File: config.mk
export PLATFORM = sky130hd
export DESIGN_NAME = sticky_target_track_selector
export DESIGN_NICKNAME = d
export VERILOG_FILES = /design/src/rtl/core/sts_pkg.sv /design/src/rtl/core/sts_in_reg.sv /design/src/rtl/core/sts_decide.sv /design/src/rtl/core/sticky_target_track_selector.sv
export SDC_FILE = /design/constraint.sdc
export NUM_CORES = 2
export LEC_CHECK = 0
export BUFFER_PORTS_ARGS = -buffer_cell sky130_fd_sc_hd__buf_4
export CORE_ASPECT_RATIO = 0.8
export CORE_MARGIN = 8
export CORE_UTILIZATION = 45
export CTS_CLUSTER_SIZE = 28
export DETAILED_ROUTE_END_ITERATION = 16
export PLACE_DENSITY = 0.72
export RECOVER_POWER = 25
export SETUP_SLACK_MARGIN = 0.1
export SLEW_MARGIN = 0
export SYNTH_ARGS = -nofsm -noshare
export SYNTH_HDL_FRONTEND = slang
export SYNTH_HIERARCHICAL = 1
export SYNTH_SLANG_ARGS = --single-unit
File: constraint.sdc
create_clock -name clk -period 13 [get_ports clk]
set_clock_uncertainty 0.1 [all_clocks]
set_input_delay 1.3 -clock clk [delete_from_list [all_inputs] [get_ports clk]]
set_output_delay 1.3 -clock clk [all_outputs]
set_load 0.005 [all_outputs]
File: src/rtl/core/sts_pkg.sv
package sts_pkg;

  // default width of time stamps
  localparam int TIME_BITS_DEF = 48;

  localparam int ID_BITS   = 32;
  localparam int AGE_BITS  = 32;
  localparam int CNT_BITS  = 32;
  localparam int CFG_BITS  = 32;
  localparam int CIDX_BITS = 8;

  localparam logic [CFG_BITS-1:0] SWITCH_AFTER_RST = 32'd1000000;
  localparam logic [CFG_BITS-1:0] FORGET_AFTER_RST = 32'd5000000;

  // configuration register indexes
  localparam logic [CIDX_BITS-1:0] CFG_SWITCH_AFTER = 8'd0;
  localparam logic [CIDX_BITS-1:0] CFG_FORGET_AFTER = 8'd1;

  // action codes
  localparam logic ACT_OBSERVE = 1'b0;
  localparam logic ACT_EXPIRE  = 1'b1;

  typedef enum logic [2:0] {
    OUT_FIRST    = 3'd0,
    OUT_UPDATED  = 3'd1,
    OUT_STALE    = 3'd2,
    OUT_REJECTED = 3'd3,
    OUT_SWITCHED = 3'd4,
    OUT_KEPT     = 3'd5,
    OUT_DROPPED  = 3'd6
  } outcome_t;

  // counter controls from decision logic
  typedef struct packed {
    logic bump_switch;
    logic bump_reject;
  } cnt_ctl_t;

endpackage

File: src/rtl/core/sts_in_reg.sv
module sts_in_reg
  import sts_pkg::*;
#(
  parameter int TIME_BITS = TIME_BITS_DEF
) (
  input  logic                 clk,
  input  logic                 rst_n,
  input  logic                 in_valid,
  output logic                 in_stall,
  input  logic                 in_action,
  input  logic [ID_BITS-1:0]   in_trk_id,
  input  logic [TIME_BITS-1:0] in_stamp_us,
  input  logic                 in_is_lost,
  input  logic [AGE_BITS-1:0]  in_seen_age_us,
  input  logic [TIME_BITS-1:0] in_now_us,
  input  logic                 down_ready,
  output logic                 s1_valid,
  output logic                 s1_action,
  output logic [ID_BITS-1:0]   s1_trk_id,
  output logic [TIME_BITS-1:0] s1_stamp_us,
  output logic                 s1_is_lost,
  output logic [AGE_BITS-1:0]  s1_seen_age_us,
  output logic [TIME_BITS-1:0] s1_now_us
);

  logic                 valid_r;
  logic                 action_r;
  logic [ID_BITS-1:0]   id_r;
  logic [TIME_BITS-1:0] stamp_r;
  logic                 lost_r;
  logic [AGE_BITS-1:0]  age_r;
  logic [TIME_BITS-1:0] now_r;

  // full and not draining this cycle
  assign in_stall = valid_r && !down_ready;

  always_ff @(posedge clk) begin
    if (!rst_n) begin
      valid_r <= 1'b0;
    end else if (!in_stall) begin
      valid_r <= in_valid;
    end
  end

  always_ff @(posedge clk) begin
    if (!in_stall && in_valid) begin
      action_r <= in_action;
      id_r     <= in_trk_id;
      stamp_r  <= in_stamp_us;
      lost_r   <= in_is_lost;
      age_r    <= in_seen_age_us;
      now_r    <= in_now_us;
    end
  end

  assign s1_valid       = valid_r;
  assign s1_action      = action_r;
  assign s1_trk_id      = id_r;
  assign s1_stamp_us    = stamp_r;
  assign s1_is_lost     = lost_r;
  assign s1_seen_age_us = age_r;
  assign s1_now_us      = now_r;

endmodule

File: src/rtl/core/sts_decide.sv
module sts_decide
  import sts_pkg::*;
#(
  parameter int TIME_BITS = TIME_BITS_DEF
) (
  input  logic                 action,
  input  logic [ID_BITS-1:0]   trk_id,
  input  logic [TIME_BITS-1:0] stamp_us,
  input  logic                 is_lost,
  input  logic [AGE_BITS-1:0]  seen_age_us,
  input  logic [TIME_BITS-1:0] now_us,
  input  logic                 holding,
  input  logic [ID_BITS-1:0]   kept_id,
  input  logic [TIME_BITS-1:0] kept_stamp,
  input  logic [AGE_BITS-1:0]  kept_age,
  input  logic                 kept_lost,
  input  logic [TIME_BITS-1:0] choice_stamp,
  input  logic [CFG_BITS-1:0]  switch_after,
  input  logic [CFG_BITS-1:0]  forget_after,
  output logic                 holding_nxt,
  output logic [ID_BITS-1:0]   kept_id_nxt,
  output logic [TIME_BITS-1:0] kept_stamp_nxt,
  output logic [AGE_BITS-1:0]  kept_age_nxt,
  output logic                 kept_lost_nxt,
  output logic [TIME_BITS-1:0] choice_stamp_nxt,
  output outcome_t             outcome,
  output cnt_ctl_t             cnt_ctl
);

  localparam int HW = TIME_BITS + 1;
  localparam int CW = TIME_BITS + 2;

  logic [TIME_BITS-1:0] t_sel;
  logic [TIME_BITS-1:0] gap;
  logic [HW-1:0]        hold_span;
  logic [CW-1:0]        hold_span_w;
  logic [CW-1:0]        cand_age_w;
  logic                 age_lt;
  logic                 age_gt;
  logic                 near_choice;
  logic                 gap_over;
  logic                 sel_open;
  logic                 prefer;
  logic                 expire_hit;

  // held age at the time of interest; unsaturated, one bit wider
  assign t_sel       = (action == ACT_EXPIRE) ? now_us : stamp_us;
  assign gap         = (t_sel > kept_stamp) ? (t_sel - kept_stamp) : '0;
  assign hold_span   = {1'b0, gap} + HW'(kept_age);
  assign hold_span_w = {1'b0, hold_span};
  assign cand_age_w  = CW'(seen_age_us);

  // ages apart by more than the 1 us tie
  assign age_lt = (cand_age_w + CW'(1)) < hold_span_w;
  assign age_gt = (hold_span_w + CW'(1)) < cand_age_w;

  assign near_choice = (stamp_us == choice_stamp)
                    || ({1'b0, stamp_us} == ({1'b0, choice_stamp} + HW'(1)))
                    || ({1'b0, choice_stamp} == ({1'b0, stamp_us} + HW'(1)));
  assign gap_over = (stamp_us > kept_stamp) && (gap > TIME_BITS'(switch_after));
  assign sel_open = kept_lost || near_choice || gap_over;

  always_comb begin
    if (is_lost != kept_lost) begin
      prefer = kept_lost;
    end else if (age_lt) begin
      prefer = 1'b1;
    end else if (age_gt) begin
      prefer = 1'b0;
    end else begin
      prefer = trk_id < kept_id;
    end
  end

  assign expire_hit = holding && (hold_span > HW'(forget_after));

  always_comb begin
    holding_nxt      = holding;
    kept_id_nxt      = kept_id;
    kept_stamp_nxt   = kept_stamp;
    kept_age_nxt     = kept_age;
    kept_lost_nxt    = kept_lost;
    choice_stamp_nxt = choice_stamp;
    outcome          = OUT_KEPT;
    cnt_ctl          = '0;
    if (action == ACT_OBSERVE) begin
      if (!holding || (trk_id != kept_id && sel_open && prefer)) begin
        holding_nxt      = 1'b1;
        kept_id_nxt      = trk_id;
        kept_stamp_nxt   = stamp_us;
        kept_age_nxt     = seen_age_us;
        kept_lost_nxt    = is_lost;
        choice_stamp_nxt = stamp_us;
        outcome          = holding ? OUT_SWITCHED : OUT_FIRST;
        cnt_ctl.bump_switch = holding;
      end else if (trk_id == kept_id) begin
        if (stamp_us < kept_stamp) begin
          outcome = OUT_STALE;
        end else begin
          // same track: selection stamp stays
          kept_stamp_nxt = stamp_us;
          kept_age_nxt   = seen_age_us;
          kept_lost_nxt  = is_lost;
          outcome        = OUT_UPDATED;
        end
      end else begin
        outcome             = OUT_REJECTED;
        cnt_ctl.bump_reject = 1'b1;
      end
    end else if (expire_hit) begin
      holding_nxt = 1'b0;
      outcome     = OUT_DROPPED;
    end
  end

endmodule

File: src/rtl/core/sticky_target_track_selector.sv
// Sticky target track selector.
// Path: a word moves from the input register through the decision logic to the
//   result register when that slot is free; the held-track registers close a loop.
// Throughput: one word per cycle while out_stall is low.
// Reset (rst_n low, synchronous): no target held, counters zero, thresholds to
//   1 s switch and 5 s forget.
module sticky_target_track_selector
  import sts_pkg::*;
#(
  parameter int TIME_BITS = TIME_BITS_DEF
) (
  input  logic                 clk,
  input  logic                 rst_n,
  // config write channel
  input  logic                 cfg_valid,
  output logic                 cfg_ready,
  input  logic [CIDX_BITS-1:0] cfg_index,
  input  logic [CFG_BITS-1:0]  cfg_data,
  // input words
  input  logic                 in_valid,
  output logic                 in_stall,
  input  logic                 in_action,
  input  logic [ID_BITS-1:0]   in_trk_id,
  input  logic [TIME_BITS-1:0] in_stamp_us,
  input  logic                 in_is_lost,
  input  logic [AGE_BITS-1:0]  in_seen_age_us,
  input  logic [TIME_BITS-1:0] in_now_us,
  // result words
  output logic                 out_valid,
  input  logic                 out_stall,
  output logic                 out_target_valid,
  output logic [ID_BITS-1:0]   out_held_id,
  output logic [TIME_BITS-1:0] out_held_stamp_us,
  output logic                 out_held_lost,
  output logic [2:0]           out_outcome,
  output logic [CNT_BITS-1:0]  out_switches,
  output logic [CNT_BITS-1:0]  out_rejections
);

  // thresholds
  logic [CFG_BITS-1:0] switch_after_r;
  logic [CFG_BITS-1:0] forget_after_r;

  // held target
  logic                 holding_r;
  logic [ID_BITS-1:0]   kept_id_r;
  logic [TIME_BITS-1:0] kept_stamp_r;
  logic [AGE_BITS-1:0]  kept_age_r;
  logic                 kept_lost_r;
  logic [TIME_BITS-1:0] choice_stamp_r;
  logic [CNT_BITS-1:0]  switch_total_r;
  logic [CNT_BITS-1:0]  reject_total_r;

  logic                 holding_nxt;
  logic [ID_BITS-1:0]   kept_id_nxt;
  logic [TIME_BITS-1:0] kept_stamp_nxt;
  logic [AGE_BITS-1:0]  kept_age_nxt;
  logic                 kept_lost_nxt;
  logic [TIME_BITS-1:0] choice_stamp_nxt;
  logic [CNT_BITS-1:0]  switch_total_nxt;
  logic [CNT_BITS-1:0]  reject_total_nxt;
  outcome_t             outcome;
  cnt_ctl_t             cnt_ctl;

  // input register outputs
  logic                 s1_valid;
  logic                 s1_action;
  logic [ID_BITS-1:0]   s1_trk_id;
  logic [TIME_BITS-1:0] s1_stamp_us;
  logic                 s1_is_lost;
  logic [AGE_BITS-1:0]  s1_seen_age_us;
  logic [TIME_BITS-1:0] s1_now_us;

  // result register
  logic                 out_valid_r;
  logic                 target_valid_r;
  logic [ID_BITS-1:0]   held_id_r;
  logic [TIME_BITS-1:0] held_stamp_r;
  logic                 held_lost_r;
  logic [2:0]           outcome_r;

  logic res_ready;
  logic advance;

  // result slot free or being drained this cycle
  assign res_ready = !out_valid_r || !out_stall;
  assign advance   = s1_valid && res_ready;

  //--------------------------------------------------------------------------
  // Config: always ready, writes outside the list are dropped
  //--------------------------------------------------------------------------
  assign cfg_ready = 1'b1;

  always_ff @(posedge clk) begin
    if (!rst_n) begin
      switch_after_r <= SWITCH_AFTER_RST;
      forget_after_r <= FORGET_AFTER_RST;
    end else if (cfg_valid) begin
      case (cfg_index)
        CFG_SWITCH_AFTER: switch_after_r <= cfg_data;
        CFG_FORGET_AFTER: forget_after_r <= cfg_data;
        default: ;
      endcase
    end
  end

  //--------------------------------------------------------------------------
  // Input register
  //--------------------------------------------------------------------------
  sts_in_reg #(
    .TIME_BITS (TIME_BITS)
  ) u_in_reg (
    .clk            (clk),
    .rst_n          (rst_n),
    .in_valid       (in_valid),
    .in_stall       (in_stall),
    .in_action      (in_action),
    .in_trk_id      (in_trk_id),
    .in_stamp_us    (in_stamp_us),
    .in_is_lost     (in_is_lost),
    .in_seen_age_us (in_seen_age_us),
    .in_now_us      (in_now_us),
    .down_ready     (res_ready),
    .s1_valid       (s1_valid),
    .s1_action      (s1_action),
    .s1_trk_id      (s1_trk_id),
    .s1_stamp_us    (s1_stamp_us),
    .s1_is_lost     (s1_is_lost),
    .s1_seen_age_us (s1_seen_age_us),
    .s1_now_us      (s1_now_us)
  );

  //--------------------------------------------------------------------------
  // Decision: one pass of compares and adds against the held target
  //--------------------------------------------------------------------------
  sts_decide #(
    .TIME_BITS (TIME_BITS)
  ) u_decide (
    .action           (s1_action),
    .trk_id           (s1_trk_id),
    .stamp_us         (s1_stamp_us),
    .is_lost          (s1_is_lost),
    .seen_age_us      (s1_seen_age_us),
    .now_us           (s1_now_us),
    .holding          (holding_r),
    .kept_id          (kept_id_r),
    .kept_stamp       (kept_stamp_r),
    .kept_age         (kept_age_r),
    .kept_lost        (kept_lost_r),
    .choice_stamp     (choice_stamp_r),
    .switch_after     (switch_after_r),
    .forget_after     (forget_after_r),
    .holding_nxt      (holding_nxt),
    .kept_id_nxt      (kept_id_nxt),
    .kept_stamp_nxt   (kept_stamp_nxt),
    .kept_age_nxt     (kept_age_nxt),
    .kept_lost_nxt    (kept_lost_nxt),
    .choice_stamp_nxt (choice_stamp_nxt),
    .outcome          (outcome),
    .cnt_ctl          (cnt_ctl)
  );

  // saturating counters
  assign switch_total_nxt = (cnt_ctl.bump_switch && switch_total_r != '1)
                            ? switch_total_r + CNT_BITS'(1) : switch_total_r;
  assign reject_total_nxt = (cnt_ctl.bump_reject && reject_total_r != '1)
                            ? reject_total_r + CNT_BITS'(1) : reject_total_r;

  //--------------------------------------------------------------------------
  // Held-target state, updated as each word moves into the result register
  //--------------------------------------------------------------------------
  always_ff @(posedge clk) begin
    if (!rst_n) begin
      holding_r      <= 1'b0;
      kept_id_r      <= '0;
      kept_stamp_r   <= '0;
      kept_age_r     <= '0;
      kept_lost_r    <= 1'b0;
      choice_stamp_r <= '0;
      switch_total_r <= '0;
      reject_total_r <= '0;
    end else if (advance) begin
      holding_r      <= holding_nxt;
      kept_id_r      <= kept_id_nxt;
      kept_stamp_r   <= kept_stamp_nxt;
      kept_age_r     <= kept_age_nxt;
      kept_lost_r    <= kept_lost_nxt;
      choice_stamp_r <= choice_stamp_nxt;
      switch_total_r <= switch_total_nxt;
      reject_total_r <= reject_total_nxt;
    end
  end

  //--------------------------------------------------------------------------
  // Result register; held fields read as zero with no target
  //--------------------------------------------------------------------------
  always_ff @(posedge clk) begin
    if (!rst_n) begin
      out_valid_r <= 1'b0;
    end else if (advance) begin
      out_valid_r <= 1'b1;
    end else if (!out_stall) begin
      out_valid_r <= 1'b0;
    end
  end

  always_ff @(posedge clk) begin
    if (advance) begin
      target_valid_r <= holding_nxt;
      held_id_r      <= holding_nxt ? kept_id_nxt : '0;
      held_stamp_r   <= holding_nxt ? kept_stamp_nxt : '0;
      held_lost_r    <= holding_nxt && kept_lost_nxt;
      outcome_r      <= outcome;
    end
  end

  assign out_valid         = out_valid_r;
  assign out_target_valid  = target_valid_r;
  assign out_held_id       = held_id_r;
  assign out_held_stamp_us = held_stamp_r;
  assign out_held_lost     = held_lost_r;
  assign out_outcome       = outcome_r;
  // counters settle with the word that last left, so they match its result
  assign out_switches      = switch_total_r;
  assign out_rejections    = reject_total_r;

endmodule
== Word level (Yosys, flattened, before mapping) ==
Index checks and enable logic that the tools add are counted.

* Bits in registers: 539
* Input bits: 207
* Word-level logic and storage cells: 113

* Add/sub/neg operators: 8
* Magnitude comparators: 8
* Equality and inequality tests: 11
* Muxes and demuxes: 33
* Bitwise logic cells: 1
* Reductions and logical operators: 29

{| class="wikitable"
|+ Operators by type and width
! operator !! number
|-
| 48-bit 2-to-1 mux || 6
|-
| 32-bit 2-to-1 mux || 5
|-
| 48-bit by 1-bit adder with 49-bit output, second input constant || 2
|-
| 48-bit by 49-bit == test with 1-bit output || 2
|-
| 48-bit greater-than comparator || 2
|-
| 32-bit by 1-bit adder with 32-bit output, second input constant || 2
|-
| 32-bit != test, second input constant || 2
|-
| 49-bit by 1-bit adder with 50-bit output, second input constant || 1
|-
| 50-bit by 32-bit less-than comparator with 1-bit output || 1
|-
| 50-bit by 49-bit less-than comparator with 1-bit output || 1
|-
| 48-bit by 32-bit adder with 49-bit output || 1
|-
| 49-bit by 32-bit greater-than comparator with 1-bit output || 1
|-
| 48-bit == test || 1
|-
| 48-bit by 32-bit greater-than comparator with 1-bit output || 1
|-
| 48-bit less-than comparator || 1
|-
| 48-bit subtractor || 1
|-
| 32-bit by 1-bit adder with 33-bit output, second input constant || 1
|-
| 32-bit == test || 1
|-
| 32-bit less-than comparator || 1
|-
| 32-bit != test || 1
|-
| 1-bit 2-to-1 mux || 15
|-
| 1-bit logical AND || 10
|-
| 3-bit 2-to-1 mux || 3
|-
| 8-bit by 1-bit == test with 1-bit output, second input constant || 1
|-
| 11 further kinds || 27
|}

== Longest topological paths before layout ==
* Word-level depth: 15
* Gate-level depth with buffers: 48
* Gate-level depth less buffers: 41

== Cells and area by module ==
The synthesis kept the hierarchy.

{| class="wikitable"
|+ Modules (own cells, without submodules)
! module !! times used !! cells each !! area an instance (sq um) !! seq. area each (sq um)
|-
| sts_decide || 1 || 2695 || 18911.9 || 0.0
|-
| sticky_target_track_selector || 1 || 1561 || 14107.3 || 8378.0
|-
| sts_in_reg || 1 || 166 || 4912.2 || 4884.7
|}

== Worst setup path after synthesis ==
No wires, ideal clock.

* Kind: register to register
* Start point: reg u_in_reg.action_r, in the netlist u_in_reg/s1_action
* End point: reg reject_total_r[29], in the netlist out_rejections[29]
* Library setup time: 0.070 ns
* Arrival: 9.715 ns
* Data required time: 12.830 ns
* Setup slack: 3.115 ns
* Cell stages (with the launch flop): 43
* Path buffers: 9
* Cell sequence: edfxtp_1 -> clkbuf_1 -> buf_1 -> mux2_2 -> ha_1 -> clkbuf_1 -> nand4_1 -> nor4_2 -> nand4b_1 -> or4_4 -> o21ai_2 -> buf_4 -> clkbuf_1 -> buf_1 -> buf_1 -> nor2_1 -> ha_1 -> clkbuf_1 -> [... 7 more ...] -> nand4_1 -> nor4b_2 -> nand2b_1 -> nor4_1 -> xnor2_1 -> ha_1 -> and4_1 -> nand2_1 -> nand3_1 -> a31oi_1 -> o211ai_1 -> o31ai_4 -> and3_1 -> and2_0 -> clkbuf_1 -> nand4_1 -> or4_1 -> a21oi_1

{| class="wikitable"
|+ RTL lines
! what !! RTL line !! text
|-
| from (decl) || sts_in_reg.sv:27 || <nowiki>logic action_r;</nowiki>
|-
| from (signal assigned) || sts_in_reg.sv:47 || <nowiki>action_r <= in_action;</nowiki>
|-
| to (signal assigned) || sticky_target_track_selector.sv:190 || <nowiki>reject_total_r <= reject_total_nxt;</nowiki>
|-
| to (decl) || sticky_target_track_selector.sv:52 || <nowiki>logic [CNT_BITS-1:0] reject_total_r;</nowiki>
|}

== Final worst setup path ==
* Start point: reg u_in_reg.action_r, in the netlist u_in_reg/s1_action
* End point: reg choice_stamp_r[29]

* Word-level cells in the longest chain between the ends: 12
* Elaborated cells between the ends (all ways): 19
* Classes of those cells: 3 x add/sub; 4 x order compare; 5 x mux; 1 x bitwise; 6 x reduce/logical

{| class="wikitable"
|+ RTL lines
! what !! RTL line !! text
|-
| 48-bit 2-to-1 mux || sts_decide.sv:47 || <nowiki>assign t_sel = (action == ACT_EXPIRE) ? now_us : stamp_us;</nowiki>
|-
| 48-bit subtractor or 48-bit greater-than comparator (tied branches) || sts_decide.sv:48 || <nowiki>assign gap = (t_sel > kept_stamp) ? (t_sel - kept_stamp) : '0;</nowiki>
|-
| 48-bit 2-to-1 mux || sts_decide.sv:48 ||
|-
| 48-bit by 32-bit adder with 49-bit output || sts_decide.sv:49 || <nowiki>assign hold_span = {1'b0, gap} + HW'(kept_age);</nowiki>
|-
| 49-bit by 1-bit adder with 50-bit output || sts_decide.sv:55 || <nowiki>assign age_gt = (hold_span_w + CW'(1)) < cand_age_w;</nowiki>
|-
| 50-bit by 32-bit less-than comparator with 1-bit output || sts_decide.sv:55 ||
|-
| 1-bit 2-to-1 mux || sts_decide.sv:68 || <nowiki>end else if (age_gt) begin</nowiki>
|-
| 1-bit 2-to-1 mux || sts_decide.sv:66 || <nowiki>end else if (age_lt) begin</nowiki>
|-
| 1-bit 2-to-1 mux || sts_decide.sv:64 || <nowiki>if (is_lost != kept_lost) begin</nowiki>
|-
| 1-bit logical AND || sts_decide.sv:87 || <nowiki>if (!holding || (trk_id != kept_id && sel_open && prefer)) begin</nowiki>
|-
| 1-bit logical OR || sts_decide.sv:87 ||
|-
| 3-bit AND reduction (no line) * || -- ||
|-
| to (signal assigned) || sticky_target_track_selector.sv:188 || <nowiki>choice_stamp_r <= choice_stamp_nxt;</nowiki>
|-
| to (decl) || sticky_target_track_selector.sv:50 || <nowiki>logic [TIME_BITS-1:0] choice_stamp_r;</nowiki>
|}

Mark *: on every way between the ends. The rest lies on a longest branch, timed or not.
A chain may end at the register's enable or synchronous reset.

==> impl_metrics.env <==
export IMPL_hold_path_class="reg -> reg"
export IMPL_layout_commonest_cell="nand2_1"
export IMPL_rr_startpoint="u_in_reg/s1_action"
export IMPL_period_needed_ns=11.60
export IMPL_yosysWarningCount=6
export IMPL_layout_nets=5145
export IMPL_yosysTopAreaCellShare_pct=19.6
export IMPL_drt_iter0_drc=3518
export IMPL_ys_ff_latch=539
export IMPL_violations="max-capacitance violations, max-slew violations"
export IMPL_synth_cell_area_sq_um=37900
export IMPL_worstPathRequired_ns=13.25
export IMPL_cts_hold_buf=0
export IMPL_dr_total_vias=34100
export IMPL_tritoncts="done"
export IMPL_r2r_end="choice_stamp_r[29]"
export IMPL_synthTopCellsByArea="edfxtp_1, dfxtp_1, ha_1"
export IMPL_insertion_delay_ns=0.66
export IMPL_viasPerCell=5.86
export IMPL_fp_dieW_microns=341
export IMPL_ant_nets=0
export IMPL_setup_viol_count_final=0
export IMPL_rsz0062_at_grt="no"
export IMPL_worstMarginPinSlew_ns=4.31
export IMPL_slew_viol_final=208
export IMPL_hp_start="forget_after_r[15]"
export IMPL_multi_input_area_sq_um=22600
export IMPL_async_reset_ff_share_pct=0
export IMPL_wl_per_cell_microns=22.3
export IMPL_slowest_stage="a21o_4"
export IMPL_worst_setup_path_type="reg -> reg"
export IMPL_min_to="forget_after_r[15]"
export IMPL_arrival_ns=11.85
export IMPL_r2r_cells=34
export IMPL_initial_utilization_pct=45.3
export IMPL_grt_start_max_net_pins=124
export IMPL_syn2layout_area_growth_pct=13.8
export IMPL_synth_top_flop_cell="dfxtp_1"
export IMPL_status="finished with violations"
export IMPL_path_clk_slew_ns=0.07
export IMPL_post_cts_resized=0
export IMPL_rows=95
export IMPL_postSynthAreaPerCell_sq_um=8.58
export IMPL_synth_edf_count=247
export IMPL_grt_use_total_pct=26.1
export IMPL_dp_cells=5706
export IMPL_synth_nets=4918
export IMPL_clockRootBuffer="clkbuf_16"
export IMPL_wl_microns=129000
export IMPL_ys_seq_area_share_pct=35.0
export IMPL_final_cell_mix="nand2_1, a21oi_1, dfxtp_1, ha_1, inv_1"
export IMPL_maxCapViolCount=3
export IMPL_drive_gt1_share_pct=13.8
export IMPL_grt_overflow=0
export IMPL_ff2ff_setup_slack_ns=1.40
export IMPL_tns_ns=0
export IMPL_dieArea_sq_um=93900
export IMPL_layout_cells_non_filler=5816
export IMPL_hold_depth=2
export IMPL_grt_pass1_wl_microns=193000
export IMPL_fillers=7884
export IMPL_post_cts_repair_setup_buffers=0
export IMPL_relSlewSlack_pct=-189
export IMPL_power_mw=4.96
export IMPL_portBuffers=357
export IMPL_cts_buffers=56
export IMPL_gp_congestion=1.01
export IMPL_die_height_microns=276
export IMPL_cpPeakStageDelay_ns=0.82
export IMPL_yosysTopAreaCell="edfxtp_1"
export IMPL_fmax_mhz=86.2
export IMPL_p_leak_nw=16.6
export IMPL_clock_sinks=539
export IMPL_dr_pass1_iters=5
export IMPL_final_util_pct=51.5
export IMPL_pin_count=359
export IMPL_hold_viol=0
export IMPL_coreArea_sq_um=83800
export IMPL_dp_hpwl_microns=98700
export IMPL_register_area_sq_um=13300
export IMPL_grt_pass1_vias=31700
export IMPL_cts_buffer_depth=3
export IMPL_synth_cell_types=111
export IMPL_htreeDepth=2
export IMPL_endpoint_kind="flop"
export IMPL_cellPowerDensity_nw_per_um2=115
export IMPL_critPathMaxFanout=63
export IMPL_route_detailed_drc=0
export IMPL_vdd_ir_drop_worst_v=0.000135
export IMPL_syn_inst=4422
export IMPL_critPathLaunchType="flop"
export IMPL_antenna_found_initial=9
export IMPL_fin_crit_sh_pct=89.2
worst max-delay path, delay by kind of cell (launching register included):
kind / cells / cell delay [ns]
AO/OA/AOI/OAI: 12 / 4.47
XOR/XNOR: 2 / 0.74
adder cells (fa/ha/maj): 3 / 1.18
buffers and inverters: 4 / 1.08
flip-flops: 1 / 0.37
multiplexers: 2 / 0.75
AND/OR/NAND/NOR: 11 / 2.41
flip-flops by register name, indices dropped and copies added, names as in the netlist, 3 cells and up:
name                     cells
choice_stamp_r              48
forget_after_r              32
kept_age_r                  32
kept_id_r                   32
kept_stamp_r                48
out_held_id                 32
out_held_stamp_us           48
out_outcome                  3
out_rejections              32
out_switches                32
switch_after_r              32
u_in_reg/s1_now_us          48
u_in_reg/s1_seen_age_us     32
u_in_reg/s1_stamp_us        48
u_in_reg/s1_trk_id          32
stage by stage:
| stage | area [sq um] | setup WS, ns | hold WS, ns |
|---|---|---|---|
| 5_1_grt | 43200 | 0.710 | 0.376 |
| 4_1_cts | 43300 | 1.75 | 0.356 |
| 3_5_place_dp | 41300 | 1.84 | 0.347 |
| 3_3_place_gp | 41300 | 1.80 | 0.342 |
| 6_report | 43200 | 1.40 | 0.353 |
| 2_1_floorplan | 37900 | 3.11 | 0.335 |
synth_stat cells, drive strengths merged (8+ instances only):
library cell,n
nand2,712
a21oi,471
dfxtp,292
ha,287
inv,275
edfxtp,247
nor2,204
mux2,191
o21ai,180
clkbuf,169
xnor2,162
nand4,123
nand3,112
and2,103
a21o,72
nor3,69
xor2,65
nand2b,57
buf,53
nor2b,52
nor4,49
or3,44
and3,41
mux2i,37
o31ai,33
a31oi,31
o21a,24
o211ai,23
or4,22
a211oi,20
and4,20
o21bai,16
o2111ai,11
a221oi,10
or2,10
a311oi,9
a31o,9
nor3b,9
o22ai,9
nand4b,8
where the power goes:
group	internal, mW	switching, mW
Combinational	0.513	0.798
Sequential	1.85	0.0793
Clock	0.976	0.752
Total	3.33	1.63
routing by layer:
layer	share of wire (%)	vias up	wire length, microns	global-route usage (%)
li1	-	16200	-	-
met1	46	16300	59300	37.5
met2	43	1415	55300	39.8
met3	8.3	190	10800	4.47
met4	3.2	2	4090	7.99
met5	0.014	-	18	0
area by class of cell:
class	instances	share of cell area, %
Multi-Input combinational cell	3385	52.4
Sequential cell	539	30.7
Timing Repair Buffer	391	6.66
Clock buffer	66	3.55
Tap cell	1115	3.23
Inverter	276	2.42
Clock inverter	40	1.03
Antenna cell	4	0.0232
cell families (layout without fill, tap and decap cells):
kind of cell,Yosys count,after routing,share of synthesized area (%)
multiplexers,228,228,7.32
AND/OR/NAND/NOR,1661,1661,21.7
adder cells (fa/ha/maj),289,289,9.57
buffers and inverters,498,773,5.50
XOR/XNOR,227,227,5.34
flip-flops,539,539,35.0
AO/OA/AOI/OAI,979,979,15.6
other,1,5,0.00989
how the worst max path moves through the flow:
stage / startpoint / to / depth (start not counted)
finish: u_in_reg/s1_action / choice_stamp_r[29] / 34
global route: u_in_reg/s1_action / choice_stamp_r[29] / 34
CTS: u_in_reg/s1_action / choice_stamp_r[12] / 37
detailed placement: u_in_reg/s1_action / choice_stamp_r[29] / 37
global placement: u_in_reg/s1_action / choice_stamp_r[44] / 37
floorplan: u_in_reg/s1_action / out_rejections[29] / 42
Note: power is estimated with default switching activity, not from simulation.
